<file path="config.mk">
export PLATFORM = sky130hd
export DESIGN_NAME = dxt1_block_decoder_unit_flat
export DESIGN_NICKNAME = d
export VERILOG_FILES = /design/src/dxt1_pkg.sv /design/src/dxt1_stream_if.sv /design/src/dxt1_block_decoder_unit.sv /design/src/dxt1_palette_front.sv /design/src/dxt1_block_queue.sv /design/src/dxt1_pixel_back.sv /design/src/flat_wrapper.sv
export SDC_FILE = /design/constraint.sdc
export NUM_CORES = 1
export LEC_CHECK = 0
export BUFFER_PORTS_ARGS = -buffer_cell sky130_fd_sc_hd__buf_2
export CORE_MARGIN = 2
export CORE_UTILIZATION = 35
export CTS_CLUSTER_DIAMETER = 60
export DETAILED_ROUTE_END_ITERATION = 8
export GPL_TIMING_DRIVEN = 1
export PLACE_DENSITY = 0.49
export RECOVER_POWER = 100
export SETUP_SLACK_MARGIN = 0.15
export SYNTH_ARGS = -nofsm -noshare
export SYNTH_HDL_FRONTEND = slang
export SYNTH_SLANG_ARGS = --single-unit
</file>
<file path="constraint.sdc">
create_clock -name clk_i -period 14.8 [get_ports clk_i]
set_input_delay 1.48 -clock clk_i [delete_from_list [all_inputs] [get_ports clk_i]]
set_output_delay 1.48 -clock clk_i [all_outputs]
set_load 0.1 [all_outputs]
</file>
<file path="src/dxt1_pkg.sv">
// Shared types and constants for the DXT1 block decoder.
package dxt1_pkg;

  // Output format codes held in the format register.
  localparam logic FmtRgb565   = 1'b0;
  localparam logic FmtRgba8888 = 1'b1;

  // Default depth of the block queue between front and back.
  localparam int unsigned QueueDepth = 2;

  typedef struct packed {
    logic [15:0] endpoint_zero;
    logic [15:0] endpoint_one;
    logic [31:0] index_bits;
  } blk_t;

  typedef struct packed {
    logic [31:0] pixel_value;
    logic [1:0]  pixel_column;
    logic [1:0]  pixel_row;
    logic        last_pixel;
  } pix_t;

  typedef struct packed {
    logic output_format;
  } cfg_t;

  // One decoded block waiting in the queue: four palette colors and the codes.
  typedef struct packed {
    logic [3:0][31:0] palette;
    logic [31:0]      index_bits;
  } qent_t;

  typedef struct packed {
    logic not_empty;
    logic full;
  } q_status_t;

endpackage

</file>
<file path="src/dxt1_stream_if.sv">
// Valid/ready channel carrying one payload item per handshake.
interface dxt1_stream_if #(
  parameter type payload_t = logic
);
  logic     valid;
  logic     ready;
  payload_t payload;

  modport source (output valid, output payload, input ready);
  modport sink (input valid, input payload, output ready);
endinterface

</file>
<file path="src/dxt1_block_decoder_unit.sv">
// Top level of the DXT1 block decoder: format register, front, queue and back.
//
//   channel   direction  payload                                   items
//   blk_in    in         endpoint_zero, endpoint_one, index_bits   one block
//   cfg_in    in         output_format                             one register write
//   pix_out   out        pixel_value, pixel_column, pixel_row,     one pixel, 16 per block
//                        last_pixel
//
// A block yields sixteen pixels at one per cycle unless pix_out stalls; the output
// pixel register of the back part sets that rate.
// The palette is built in the cycle a block is accepted and written into the queue;
// at the head of the queue, its pixels load into the output pixel register in turn.
// Reset empties the queue and the pixel register and sets the format to RGBA8888.
// A stalled pix_out freezes the back part; the queue holds up to QDepth blocks, the one
// being walked included, then blk_in.ready drops. cfg_in is always ready.
module dxt1_block_decoder_unit #(
  parameter int unsigned QDepth = dxt1_pkg::QueueDepth
) (
  input  logic          clk_i,
  input  logic          rst_ni,
  dxt1_stream_if.sink   blk_in,
  dxt1_stream_if.sink   cfg_in,
  dxt1_stream_if.source pix_out
);
  import dxt1_pkg::*;

  logic      fmt_q, fmt_d;
  logic      q_push;
  logic      q_pop;
  qent_t     q_entry;
  qent_t     q_head;
  q_status_t q_status;
  blk_t      blk_data;
  pix_t      pix_data;

  assign cfg_in.ready = 1'b1;
  assign fmt_d        = (cfg_in.valid) ? cfg_in.payload.output_format : fmt_q;

  always_ff @(posedge clk_i or negedge rst_ni) begin
    if (!rst_ni) begin
      fmt_q <= FmtRgba8888;
    end else begin
      fmt_q <= fmt_d;
    end
  end

  assign blk_data.endpoint_zero = blk_in.payload.endpoint_zero;
  assign blk_data.endpoint_one  = blk_in.payload.endpoint_one;
  assign blk_data.index_bits    = blk_in.payload.index_bits;

  dxt1_palette_front u_front (
    .blk_valid_i (blk_in.valid),
    .blk_i       (blk_data),
    .blk_ready_o (blk_in.ready),
    .fmt_i       (fmt_q),
    .q_full_i    (q_status.full),
    .q_push_o    (q_push),
    .q_entry_o   (q_entry)
  );

  dxt1_block_queue #(
    .Depth (QDepth)
  ) u_queue (
    .clk_i    (clk_i),
    .rst_ni   (rst_ni),
    .push_i   (q_push),
    .entry_i  (q_entry),
    .pop_i    (q_pop),
    .head_o   (q_head),
    .status_o (q_status)
  );

  dxt1_pixel_back u_back (
    .clk_i       (clk_i),
    .rst_ni      (rst_ni),
    .q_status_i  (q_status),
    .head_i      (q_head),
    .pop_o       (q_pop),
    .pix_valid_o (pix_out.valid),
    .pix_o       (pix_data),
    .pix_ready_i (pix_out.ready)
  );

  assign pix_out.payload.pixel_value  = pix_data.pixel_value;
  assign pix_out.payload.pixel_column = pix_data.pixel_column;
  assign pix_out.payload.pixel_row    = pix_data.pixel_row;
  assign pix_out.payload.last_pixel   = pix_data.last_pixel;

`ifndef SYNTHESIS
  // The last pixel of a block must sit in the bottom-right corner.
  assert property (@(posedge clk_i) disable iff (!rst_ni)
    (pix_out.valid && pix_data.last_pixel) |->
      (pix_data.pixel_column == 2'd3 && pix_data.pixel_row == 2'd3))
    else $error("last pixel flagged away from the block corner");

  // Retiring a block from the queue loads its flagged last pixel.
  assert property (@(posedge clk_i) disable iff (!rst_ni)
    q_pop |=> (pix_out.valid && pix_data.last_pixel))
    else $error("block retired without its last pixel");

  // The back part never retires a block from an empty queue.
  assert property (@(posedge clk_i) disable iff (!rst_ni)
    q_pop |-> q_status.not_empty)
    else $error("pop from an empty block queue");
`endif

endmodule

</file>
<file path="src/dxt1_palette_front.sv">
// Front part: accepts a block and builds its four-entry palette.
module dxt1_palette_front (
  input  logic              blk_valid_i,
  input  dxt1_pkg::blk_t    blk_i,
  output logic              blk_ready_o,
  input  logic              fmt_i,
  input  logic              q_full_i,
  output logic              q_push_o,
  output dxt1_pkg::qent_t   q_entry_o
);
  import dxt1_pkg::*;

  localparam logic [10:0] Recip3 = 11'd683;

  // floor(x / 3) for x below 768, by multiplying with 683 / 2048.
  function automatic logic [7:0] div3(input logic [9:0] x);
    logic [20:0] prod;
    prod = {11'b0, x} * {10'b0, Recip3};
    return prod[18:11];
  endfunction

  function automatic logic [31:0] pack_color(input logic fmt, input logic [2:0][7:0] ch);
    logic [31:0] res;
    if (fmt == FmtRgba8888) begin
      res = {ch[2], ch[1], ch[0], 8'hFF};
    end else begin
      res = {16'b0, ch[2][4:0], ch[1][5:0], ch[0][4:0]};
    end
    return res;
  endfunction

  logic [2:0][7:0] c0_ch, c1_ch;
  logic [2:0][7:0] mix_a, mix_b, mix_h;
  logic [2:0][9:0] sum_a, sum_b;
  logic [2:0][8:0] sum_h;
  logic            four_color;

  // Channels are kept 8 bits wide; in RGB565 mode they hold the raw 5/6-bit values.
  always_comb begin
    if (fmt_i == FmtRgba8888) begin
      c0_ch[2] = {blk_i.endpoint_zero[15:11], 3'b0};
      c0_ch[1] = {blk_i.endpoint_zero[10:5], 2'b0};
      c0_ch[0] = {blk_i.endpoint_zero[4:0], 3'b0};
      c1_ch[2] = {blk_i.endpoint_one[15:11], 3'b0};
      c1_ch[1] = {blk_i.endpoint_one[10:5], 2'b0};
      c1_ch[0] = {blk_i.endpoint_one[4:0], 3'b0};
    end else begin
      c0_ch[2] = {3'b0, blk_i.endpoint_zero[15:11]};
      c0_ch[1] = {2'b0, blk_i.endpoint_zero[10:5]};
      c0_ch[0] = {3'b0, blk_i.endpoint_zero[4:0]};
      c1_ch[2] = {3'b0, blk_i.endpoint_one[15:11]};
      c1_ch[1] = {2'b0, blk_i.endpoint_one[10:5]};
      c1_ch[0] = {3'b0, blk_i.endpoint_one[4:0]};
    end
    for (int k = 0; k < 3; k++) begin
      sum_a[k] = {1'b0, c0_ch[k], 1'b0} + {2'b0, c1_ch[k]};
      sum_b[k] = {1'b0, c1_ch[k], 1'b0} + {2'b0, c0_ch[k]};
      sum_h[k] = {1'b0, c0_ch[k]} + {1'b0, c1_ch[k]};
      mix_a[k] = div3(sum_a[k]);
      mix_b[k] = div3(sum_b[k]);
      mix_h[k] = sum_h[k][8:1];
    end
  end

  assign four_color = blk_i.endpoint_zero > blk_i.endpoint_one;

  always_comb begin
    q_entry_o.index_bits = blk_i.index_bits;
    q_entry_o.palette[0] = pack_color(fmt_i, c0_ch);
    q_entry_o.palette[1] = pack_color(fmt_i, c1_ch);
    if (four_color) begin
      q_entry_o.palette[2] = pack_color(fmt_i, mix_a);
      q_entry_o.palette[3] = pack_color(fmt_i, mix_b);
    end else begin
      // Three-color blocks: the fourth entry is all zeros (transparent black in RGBA8888).
      q_entry_o.palette[2] = pack_color(fmt_i, mix_h);
      q_entry_o.palette[3] = '0;
    end
  end

  assign blk_ready_o = !q_full_i;
  assign q_push_o    = blk_valid_i && !q_full_i;

endmodule

</file>
<file path="src/dxt1_block_queue.sv">
// Short queue of decoded palettes between the front and back parts.
module dxt1_block_queue #(
  parameter int unsigned Depth = dxt1_pkg::QueueDepth
) (
  input  logic                  clk_i,
  input  logic                  rst_ni,
  input  logic                  push_i,
  input  dxt1_pkg::qent_t       entry_i,
  input  logic                  pop_i,
  output dxt1_pkg::qent_t       head_o,
  output dxt1_pkg::q_status_t   status_o
);
  import dxt1_pkg::*;

  localparam int unsigned PtrW = (Depth > 1) ? $clog2(Depth) : 1;
  localparam int unsigned CntW = $clog2(Depth + 1);
  localparam logic [PtrW-1:0] LastPtr = PtrW'(Depth - 1);
  localparam logic [CntW-1:0] FullCnt = CntW'(Depth);

  qent_t           mem_q [Depth];
  logic [PtrW-1:0] wr_ptr_q, wr_ptr_d;
  logic [PtrW-1:0] rd_ptr_q, rd_ptr_d;
  logic [CntW-1:0] count_q, count_d;

  always_comb begin
    wr_ptr_d = wr_ptr_q;
    rd_ptr_d = rd_ptr_q;
    count_d  = count_q;
    if (push_i) begin
      wr_ptr_d = (wr_ptr_q == LastPtr) ? '0 : wr_ptr_q + 1'b1;
    end
    if (pop_i) begin
      rd_ptr_d = (rd_ptr_q == LastPtr) ? '0 : rd_ptr_q + 1'b1;
    end
    if (push_i && !pop_i) begin
      count_d = count_q + 1'b1;
    end else if (pop_i && !push_i) begin
      count_d = count_q - 1'b1;
    end
  end

  always_ff @(posedge clk_i or negedge rst_ni) begin
    if (!rst_ni) begin
      wr_ptr_q <= '0;
      rd_ptr_q <= '0;
      count_q  <= '0;
    end else begin
      wr_ptr_q <= wr_ptr_d;
      rd_ptr_q <= rd_ptr_d;
      count_q  <= count_d;
    end
  end

  always_ff @(posedge clk_i) begin
    if (push_i) begin
      mem_q[wr_ptr_q] <= entry_i;
    end
  end

  assign head_o             = mem_q[rd_ptr_q];
  assign status_o.not_empty = count_q != '0;
  assign status_o.full      = count_q == FullCnt;

endmodule

</file>
<file path="src/dxt1_pixel_back.sv">
// Back part: walks the sixteen pixels of the head block into the output register.
module dxt1_pixel_back (
  input  logic                  clk_i,
  input  logic                  rst_ni,
  input  dxt1_pkg::q_status_t   q_status_i,
  input  dxt1_pkg::qent_t       head_i,
  output logic                  pop_o,
  output logic                  pix_valid_o,
  output dxt1_pkg::pix_t        pix_o,
  input  logic                  pix_ready_i
);
  import dxt1_pkg::*;

  logic [3:0]       cnt_q, cnt_d;
  logic             out_valid_q, out_valid_d;
  pix_t             out_q, out_d;
  logic [15:0][1:0] codes;
  logic             advance;
  logic             last;

  assign codes   = head_i.index_bits;
  assign last    = cnt_q == 4'hF;
  // A new pixel loads whenever the queue holds a block and the output register is free or being drained.
  assign advance = q_status_i.not_empty && (!out_valid_q || pix_ready_i);
  assign pop_o   = advance && last;

  always_comb begin
    cnt_d       = cnt_q;
    out_d       = out_q;
    out_valid_d = out_valid_q;
    if (advance) begin
      cnt_d              = cnt_q + 1'b1;
      out_d.pixel_value  = head_i.palette[codes[cnt_q]];
      out_d.pixel_column = cnt_q[1:0];
      out_d.pixel_row    = cnt_q[3:2];
      out_d.last_pixel   = last;
      out_valid_d        = 1'b1;
    end else if (pix_ready_i) begin
      out_valid_d = 1'b0;
    end
  end

  always_ff @(posedge clk_i or negedge rst_ni) begin
    if (!rst_ni) begin
      cnt_q       <= '0;
      out_valid_q <= 1'b0;
    end else begin
      cnt_q       <= cnt_d;
      out_valid_q <= out_valid_d;
    end
  end

  always_ff @(posedge clk_i) begin
    out_q <= out_d;
  end

  assign pix_valid_o = out_valid_q;
  assign pix_o       = out_q;

endmodule

</file>
<file path="src/flat_wrapper.sv">
// flat-port wrapper written by rule: the top's interface ports become plain ports
module dxt1_block_decoder_unit_flat import dxt1_pkg::*;
#(
  parameter int unsigned QDepth = dxt1_pkg::QueueDepth
)
  (clk_i, rst_ni, blk_in_valid, blk_in_payload, blk_in_ready, cfg_in_valid, cfg_in_payload, cfg_in_ready, pix_out_valid, pix_out_payload, pix_out_ready);
  dxt1_stream_if #(.payload_t(blk_t)) blk_in_i ();
  dxt1_stream_if #(.payload_t(cfg_t)) cfg_in_i ();
  dxt1_stream_if #(.payload_t(pix_t)) pix_out_i ();
  input  logic clk_i;
  input  logic rst_ni;
  input wire logic [$bits(blk_in_i.valid)-1:0] blk_in_valid;
  input wire logic [$bits(blk_in_i.payload)-1:0] blk_in_payload;
  output wire logic [$bits(blk_in_i.ready)-1:0] blk_in_ready;
  input wire logic [$bits(cfg_in_i.valid)-1:0] cfg_in_valid;
  input wire logic [$bits(cfg_in_i.payload)-1:0] cfg_in_payload;
  output wire logic [$bits(cfg_in_i.ready)-1:0] cfg_in_ready;
  output wire logic [$bits(pix_out_i.valid)-1:0] pix_out_valid;
  output wire logic [$bits(pix_out_i.payload)-1:0] pix_out_payload;
  input wire logic [$bits(pix_out_i.ready)-1:0] pix_out_ready;
  assign blk_in_i.valid = blk_in_valid;
  assign blk_in_i.payload = blk_in_payload;
  assign blk_in_ready = blk_in_i.ready;
  assign cfg_in_i.valid = cfg_in_valid;
  assign cfg_in_i.payload = cfg_in_payload;
  assign cfg_in_ready = cfg_in_i.ready;
  assign pix_out_valid = pix_out_i.valid;
  assign pix_out_payload = pix_out_i.payload;
  assign pix_out_i.ready = pix_out_ready;
  dxt1_block_decoder_unit #(.QDepth(QDepth)) u_core (.clk_i(clk_i), .rst_ni(rst_ni), .blk_in(blk_in_i), .cfg_in(cfg_in_i), .pix_out(pix_out_i));
endmodule
</file>
# Word-level counts from Yosys, hierarchy flattened
# Memory sizes are Yosys's and may differ from the RTL's.
# Index checks and enable logic that the tools add are counted.
# totals
register_bits,47
mem_bits_rw,320
input_bits,70
out_inout_bits,40
mem_count,1
# mem_list
name,depth,word_bits,read_ports,rd_ports_with_merged_regs,write_ports,line_no,rtl
u_core.u_queue.mem_q,2,160,1,0,1,dxt1_block_queue.sv:20,qent_t mem_q [Depth];
# op_classes
n_addsub,14
mul,6
magnitude_cmp,3
eq_ne,2
n_mux,20
n_reduce_logical,13
# op_table
op,count
32-bit 2-to-1 mux,6
10-bit by 10-bit multiplier with 19-bit output (second input constant),6
32-bit binary-select mux with 2-bit select,1
64-bit 2-to-1 mux,1
9-bit by 8-bit adder with 10-bit output,6
24-bit 2-to-1 mux,2
8-bit by 8-bit adder with 9-bit output,3
16-bit > comparator,1
2-bit binary-select mux with 4-bit select,1
1-bit 2-to-1 mux,6
2-bit 2-to-1 mux,3
2-bit nonzero test,3
1-bit logical AND,5
4-bit by 5-bit less-than comparator with 1-bit output (second input constant),1
4-bit by 1-bit adder with 4-bit output (second input constant),1
4-bit equality test (second input constant),1
1-bit zero test,4
2-bit by 3-bit less-than comparator with 1-bit output (second input constant),1
1-bit adder (second input constant),2
2-bit by 1-bit adder with 2-bit output (second input constant),1
2-bit equality test (second input constant),1
2-bit by 1-bit subtractor with 2-bit output (second input constant),1
1-bit logical OR,1

# Longest topological paths before layout
# Gate-level depths: netlist of the first run.
# logic_depth
word_depth,7
depth_mapped,34
ltp_nobuf,30

# Cells and area by module
# From an unflattened synthesis of the first run, not the netlist that was laid out.
# hier_totals
hier_cells,2603
area_unflattened_um2,29883.7
# by_module_without_submodules
module,n_inst,cells_per_inst,area_each_um2,seq_area_each_um2
dxt1_palette_front,1,1808,14881.8,0.0
dxt1_block_queue,1,514,12096.6,9709.3
dxt1_pixel_back,1,277,2852.7,1236.2
dxt1_block_decoder_unit,1,4,52.6,26.3

# Least setup slack after synthesis of the first run
# OpenSTA, ideal clock, no wires.
# synth_path
path_kind,input to register
start,input port blk_in_valid
end,"memory u_core.u_queue.mem_q[0][0] in the netlist's numbering, enable pin"
arrival_ns,8.267
path_slack_ns,5.850
stages,2
cell_sequence,nand2_1 -> nor2_1
# synth_via
elab_chain_cells,3
# synth_lines
item,line_no,rtl
start: declaration,flat_wrapper.sv:12,input wire logic [$bits(blk_in_i.valid)-1:0] blk_in_valid;
1-bit logical AND,dxt1_palette_front.sv:82,assign q_push_o = blk_valid_i && !q_full_i;
1-bit 2-to-1 mux,dxt1_block_queue.sv:55,if (push_i) begin
1-bit 2-to-1 mux (not written as such),dxt1_block_queue.sv:56,mem_q[wr_ptr_q] <= entry_i;
end: declaration,dxt1_block_queue.sv:20,
# No other way between the ends.

==> impl_metrics.yaml, run 1 <==
clock_tree:
  post_cts_buffers: 0
  cts_root_buffer: "clkbuf_16"
  cts_num_sinks: 367
  cts_resized: 0
  cts_hold_buf: 0
  cts_max_path_buffers: 3
  htree_levels: 2
  cts_tree: "built"
  clk_latency_ns: 0.54
  clkTransAtPathRegs_ns: 0.06
  numCtsBuffers: 39
global_routing:
  track_usage: 0.1739
  grt_pass1_wl_um: 111600
  overflow: 0
  grt_max_degree: 161
  grt_pass1_vias: 18890
  antenna_found_initial: 2
yosys:
  synth_xor_area_frac: 0.04755
  synth_ff_type: "edfxtp_1"
  synth_top_family_by_area: "adder cells"
  avgSynthCellArea_um2: 11.81
  synth-edff-count: 357
  syn_inst: 2401
  yosys.area_share.adder: 0.2678
  synth-seq-cells: 367
  synth-async-reset-ratio: 0.02725
  synth_simple_gate_area_share: 0.07450
  syn-cell-area_um2: 28360
  seq_area_frac_synth: 0.3868
  ys_types: 68
  synth-warning-count: 0
  synth_compound_area_frac: 0.07517
  yosys-mux-area-fraction: 0.09307
setup_path:
  rr_startpoint: "u_core.fmt_q$_DFFE_PN1P_"
  arrival_ns: 11.56
  path_class: "register to register"
  max_stage_delay_ns: 1.48
  cp_max_fo: 37
  end_kind: "register"
  ff2ff_path_depth: 28
  worst_r2r_endpoint: "u_core.u_queue.mem_q[0][103]$_DFFE_PP_"
  r2r_setup_slack_ns: 3.41
  slowest_stage: "clkbuf_1"
  critPathRequiredTime_ns: 14.97
  cp-start-kind: "register"
  path_common_cell: "inv_1"
sta:
  setup_violations: 0
  worst_slew_pin_slew_ns: 9.463
  slew_headroom: -5.309
  clock.fmax_mhz: 87.78
  slew_viol_final: 592
  fin_tns_setup_ns: 0
  min_period_over_period: 0.7697
  hold_violations: 0
  min_period_ns: 11.39
  finClkSkew_ns: 0.01929
  rsz0062_at_grt: "no"
cells_and_area:
  final_cell_mix: "ha_1 (400), edfxtp_1 (357), inv_1 (300)"
  fin_nets: 3085
  areaGrowthSynthToFinish_pct: 9.854
  layout_commonest_cell: "ha_1"
  num-fill-cells: 7827
  fin_util: 0.3875
  drive_above_1_share: 0.07647
die:
  initial_core_util: 0.3527
  die-area_um2: 83340
  rows: 104
  io_pins: 110
  die_x_um: 288.7
  coreArea_um2: 80420
  die_y_um: 288.7
run_status:
  status: "finished with violations"
  violations: "max-capacitance violations, max-slew violations"
worst_hold_path:
  hp-start: "u_core.u_queue.count_q[1]$_DFFE_PN0P_"
  worstHoldEndpoint: "u_core.u_queue.count_q[1]$_DFFE_PN0P_"
  hold_depth: 1
  hold_path_class: "register to register"
route:
  drt.antenna.violating_nets: 0
  drc: 0
  drt-total-wl_um: 72520
  first_iter_violations: 1028
  wl_per_cell_um: 20.23
  first_pass_iters: 5
  vias_per_cell: 5.094
  dr_total_vias: 18260
place:
  dp_hpwl_um: 56100
  port_buffers: 108
  gp_congestion: 0.8865
flow_run:
  max_cap_violations: 10
## state kept, by name, summed over array words and instances (netlist names)
name and count:
u_core.u_queue.mem_q 320, u_core.u_queue.rd_ptr_q 1, u_core.u_queue.wr_ptr_q 1, u_core.u_back.pix_valid_o 1, u_core.fmt_q 1, u_core.u_back.cnt_q 4, u_core.u_queue.count_q 2, u_core.u_back.pix_o 37
## cells in the mapped netlist (all sizes together) (34+ instances only)
master	n	area, um^2
fa	119	2382
nor2	144	540.5
edfxtp	357	10720
xor2	62	543.0
a21oi	67	335.3
nand2	96	360.4
a21o	34	255.2
mux2i	135	1364
inv	300	1126
mux4	54	1220
xnor2	92	805.8
o21ai	68	340.3
ha	400	5005
nor3	36	180.2
clkbuf	57	214.0
## logic make-up (layout without fill, tap and decap cells)
group,count (synthesis),after routing
AOI/OAI and AO/OA,318,318
xor gates and xnor gates,154,154
other,2,22
muxes,194,194
adders and majority gates,540,540
DFF,367,367
and+or+nand+nor,439,439
buffers and inverters,387,491
## worst max-delay path, delay by kind of cell (launching register included)
kind	cells	cell delay [ns]
AO/OA/AOI/OAI	6	1.65
XOR/XNOR	2	0.41
adder cells (fa/ha/maj)	6	2.38
buffers and inverters	8	3.88
flip-flops	1	0.80
AND/OR/NAND/NOR	6	1.84
## worst max-delay path by stage
stage / to / depth (start not counted) / start / slack [ns]
floorplan: u_core.u_queue.mem_q[0][0]$_DFFE_PP_ / 2 / blk_in_valid / 5.85
global placement: u_core.u_queue.mem_q[0][159]$_DFFE_PP_ / 29 / blk_in_payload[43] / 5.54
detailed placement: u_core.u_queue.mem_q[1][159]$_DFFE_PP_ / 29 / blk_in_payload[43] / 5.41
CTS: u_core.u_queue.mem_q[1][159]$_DFFE_PP_ / 28 / u_core.fmt_q$_DFFE_PN1P_ / 5.92
global route: u_core.u_queue.mem_q[0][136]$_DFFE_PP_ / 25 / u_core.fmt_q$_DFFE_PN1P_ / 2.66
finish: u_core.u_queue.mem_q[0][103]$_DFFE_PP_ / 28 / u_core.fmt_q$_DFFE_PN1P_ / 3.41
## area by class of cell
cell class,instances,area (um^2),share of cell area
multi-input combinational,1666,15950,0.5117
sequential,367,10970,0.3521
tap,1060,1326,0.04256
inverter,300,1126,0.03614
clock buffer,49,1035,0.03321
timing repair buffer,122,545.5,0.01751
clock inverter,20,207.7,0.006666
antenna,1,2.502,0.00008031
## per-stage QoR
stage          setup WS (ns)  cells  area, um^2  hold WS, ns
2_1_floorplan          5.850   2420       28440       0.4231
3_3_place_gp           5.542   3515       30060       0.4808
5_1_grt                2.665   3584       31160       0.5385
3_5_place_dp           5.413   3515       30060       0.4865
6_report               3.408   3585       31160       0.4904
4_1_cts                5.923   3584       31310       0.4962
## layer usage
metal	global-route usage	vias up	wire, um
li1	-	8792	-
met1	0.2538	9008	35200
met2	0.2739	374	32210
met3	0.02204	87	3371
met4	0.04253	0	1728
met5	0	-	0
Power of run 1 is not shown: default switching activity piles up to over one toggle a cycle in this logic, so the estimate is an artifact.
==> run 2, diff against run 1 <==
--- a/config.mk
+++ b/config.mk
@@ -5,6 +5,7 @@
 export SDC_FILE = /design/constraint.sdc
 export NUM_CORES = 1
 export LEC_CHECK = 0
+export ABC_AREA = 1
 export BUFFER_PORTS_ARGS = -buffer_cell sky130_fd_sc_hd__buf_2
 export CORE_MARGIN = 2
 export CORE_UTILIZATION = 35
==> constraint.sdc (replaced) <==
create_clock -name clk_i -period 10.5 [get_ports clk_i]
set_input_delay 1.05 -clock clk_i [delete_from_list [all_inputs] [get_ports clk_i]]
set_output_delay 1.05 -clock clk_i [all_outputs]
set_load 0.1 [all_outputs]
==> run 2 against run 1 <==
  * The run still ends with max-capacitance violations, max-slew violations left
  * Register-to-register slack got worse by 1.5 ns
  * Flip-flop and latch count did not move
  * Die area is 6.8% higher
  * Clock-buffer cell count increased by 2
  * Synthesized area grew 6.9%
  * Critical endpoint is now u_core.u_back.pix_o[16]$_DFFE_PP_
==> impl_metrics.yaml, run 2 <==
run_status:
  status: "finished with violations"
  violations: "max-capacitance violations, max-slew violations"
yosys:
  yosysMostFrequentCell: "nand2_1"
  yosysTopAreaCellShare: 0.3536
  synth_ff_type: "edfxtp_1"
  ys_types: 59
  synth-edff-count: 357
  synth-warning-count: 0
  avgSynthCellArea_um2: 9.082
  synth-async-reset-ratio: 0.02725
  syn_inst: 3338
  syn-cell-area_um2: 30310
  synth_common_cells: "nand2_1 (701), inv_1 (476), ha_1 (400)"
  post-synth-top-area-cell: "edfxtp_1"
  synth_top_cells_by_area: "edfxtp_1 (35%), ha_1 (17%), nand2_1 (8.7%)"
  synth-seq-cells: 367
  seq_area_frac_synth: 0.3619
setup_path:
  arrival_ns: 9.02
  cp-start-kind: "register"
  cp_max_fo: 65
  end_kind: "register"
  crit_start: "u_core.u_queue.rd_ptr_q$_DFFE_PN0P_"
  rr_startpoint: "u_core.u_queue.rd_ptr_q$_DFFE_PN0P_"
  path_class: "register to register"
  critPathRequiredTime_ns: 10.88
clock_tree:
  clk_latency_ns: 0.57
  cts_resized: 0
  clkTransAtPathRegs_ns: 0.06
  cts_max_path_buffers: 3
  htree_levels: 2
  cts_tree: "built"
  numCtsBuffers: 45
  cts_root_buffer: "clkbuf_16"
  cts_num_sinks: 367
  cts_hold_buf: 0
  post_cts_buffers: 0
cells_and_area:
  largest_reg_flops: 320
  layout_commonest_cell: "nand2_1"
  final_cell_mix: "nand2_1 (704), inv_1 (478), ha_1 (400)"
  fin_nets: 4041
  multi_input_area_um2: 17200
  drive_above_1_share: 0.05017
  antenna_cells: 0
  top_register: "u_core.u_queue.mem_q"
  areaGrowthSynthToFinish_pct: 10.25
  ff_latch_area_um2: 10980
  num-fill-cells: 8733
worst_hold_path:
  hp-start: "u_core.u_queue.count_q[0]$_DFFE_PN0P_"
  hold_path_class: "register to register"
sta:
  finClkSkew_ns: 0.02263
  setup_violations: 0
  hold_violations: 0
  slew_viol_final: 571
  clock.fmax_mhz: 115.8
  worst_slew_pin_slew_ns: 9.943
  rsz0062_at_grt: "no"
  fin_tns_setup_ns: 0
  slew_headroom: -5.629
  min_period_ns: 8.637
  min_period_over_period: 0.8226
global_routing:
  grt_pass1_wl_um: 131500
  grt_pass1_vias: 22650
  antenna_found_initial: 7
  overflow: 0
  track_usage: 0.1886
  grt_max_degree: 162
die:
  io_pins: 110
  die-area_um2: 88980
  coreArea_um2: 85550
  die_y_um: 298.3
  die_x_um: 298.3
  rows: 107
  initial_core_util: 0.3544
route:
  drt.antenna.violating_nets: 0
  vias_per_cell: 4.912
  first_iter_violations: 1455
  wl_per_cell_um: 18.26
  drc: 0
  drt-total-wl_um: 84580
  first_pass_iters: 7
  dr_total_vias: 22750
place:
  port_buffers: 108
  dp_hpwl_um: 64430
  gp_congestion: 0.8767
flow_run:
  max_cap_violations: 7
==> run 2: changes by cell type in the layout (fill, tap and decap cells not counted), moves of 21 or more <==
cell,change
a21oi_1,+96
maj3_1,-21
nand3_1,+267
o21ai_0,+63
a211oi_1,-22
xnor2_1,-70
a21o_1,-27
nor2_1,+59
nand2_1,+608
mux4_2,-53
inv_1,+178
==> run 2: through the flow <==
step | setup slack (ns) | hold slack, ns | instance area (um^2) | std cells | util
floorplan | 1.821 | 0.4458 | 30390 | 3357 | -
global placement | 2.738 | 0.4618 | 32140 | 4549 | 0.3757
detailed placement | 2.683 | 0.4688 | 32140 | 4549 | 0.3757
CTS | 2.661 | 0.3671 | 33570 | 4632 | 0.3924
global route | 1.072 | 0.4984 | 33420 | 4632 | 0.3907
finish | 1.863 | 0.4772 | 33420 | 4632 | 0.3907
==> run 2: critical path, cell delays in order, from the launching register on <==
cell and delay (ns):
dfrtp_1 0.67, clkbuf_2 1.35, clkbuf_1 2.85, o21ai_0 0.40, o22ai_1 0.34, nand2_1 0.10, nand2_1 0.07, a21oi_1 0.05
nand2_2 0.06, clkbuf_2 1.27, nand2_2 0.02, buf_4 0.43, nand2_1 0.15, nand3_1 0.17, nand2_1 0.28
==> run 2: final timing paths <==
check | endpoint | slack (ns) | cells after the start
max | u_core.u_back.pix_o[16]$_DFFE_PP_ | 1.86 | 14
min | u_core.u_queue.count_q[0]$_DFFE_PN0P_ | 0.48 | 1
max reg2reg | u_core.u_back.pix_o[16]$_DFFE_PP_ | 1.86 | 14
min reg2reg | u_core.u_queue.count_q[0]$_DFFE_PN0P_ | 0.48 | 1
max in group asynchronous | u_core.u_back.cnt_q[2]$_DFFE_PN0P_ | 9.44 | 1
min in group asynchronous | u_core.u_back.cnt_q[3]$_DFFE_PN0P_ | 0.56 | 1
==> run 2: cells by family (layout without fill, tap and decap cells) <==
family          after synthesis  after routing  synth area share
flops                       367            367            0.3619
other cells                   2             21         0.0002477
fa+ha+maj                   519            519            0.2437
mux                         128            128           0.04227
simple gates               1283           1283            0.1782
xor+xnor                     96             96           0.02935
buf+inv                     561            692           0.07388
compound gates              382            382           0.07046
==> run 2: final cells by class <==
| class | instances | area share |
|---|---|---|
| multi-input cells | 2429 | 0.5147 |
| clock buffers | 51 | 0.03500 |
| flip-flops and latches | 367 | 0.3284 |
| well taps | 1144 | 0.04283 |
| inverters | 483 | 0.05428 |
| clock inverters | 32 | 0.007749 |
| repair buffers | 126 | 0.01707 |
==> run 2: layer usage <==
layer	global-route usage	wire, um	vias up
li1	-	-	11470
met4	0.03458	1346	10
met1	0.2697	40880	10710
met3	0.02873	4204	89
met5	0	69	-
met2	0.3039	38080	469
Power of run 2 is left out for the same reason.
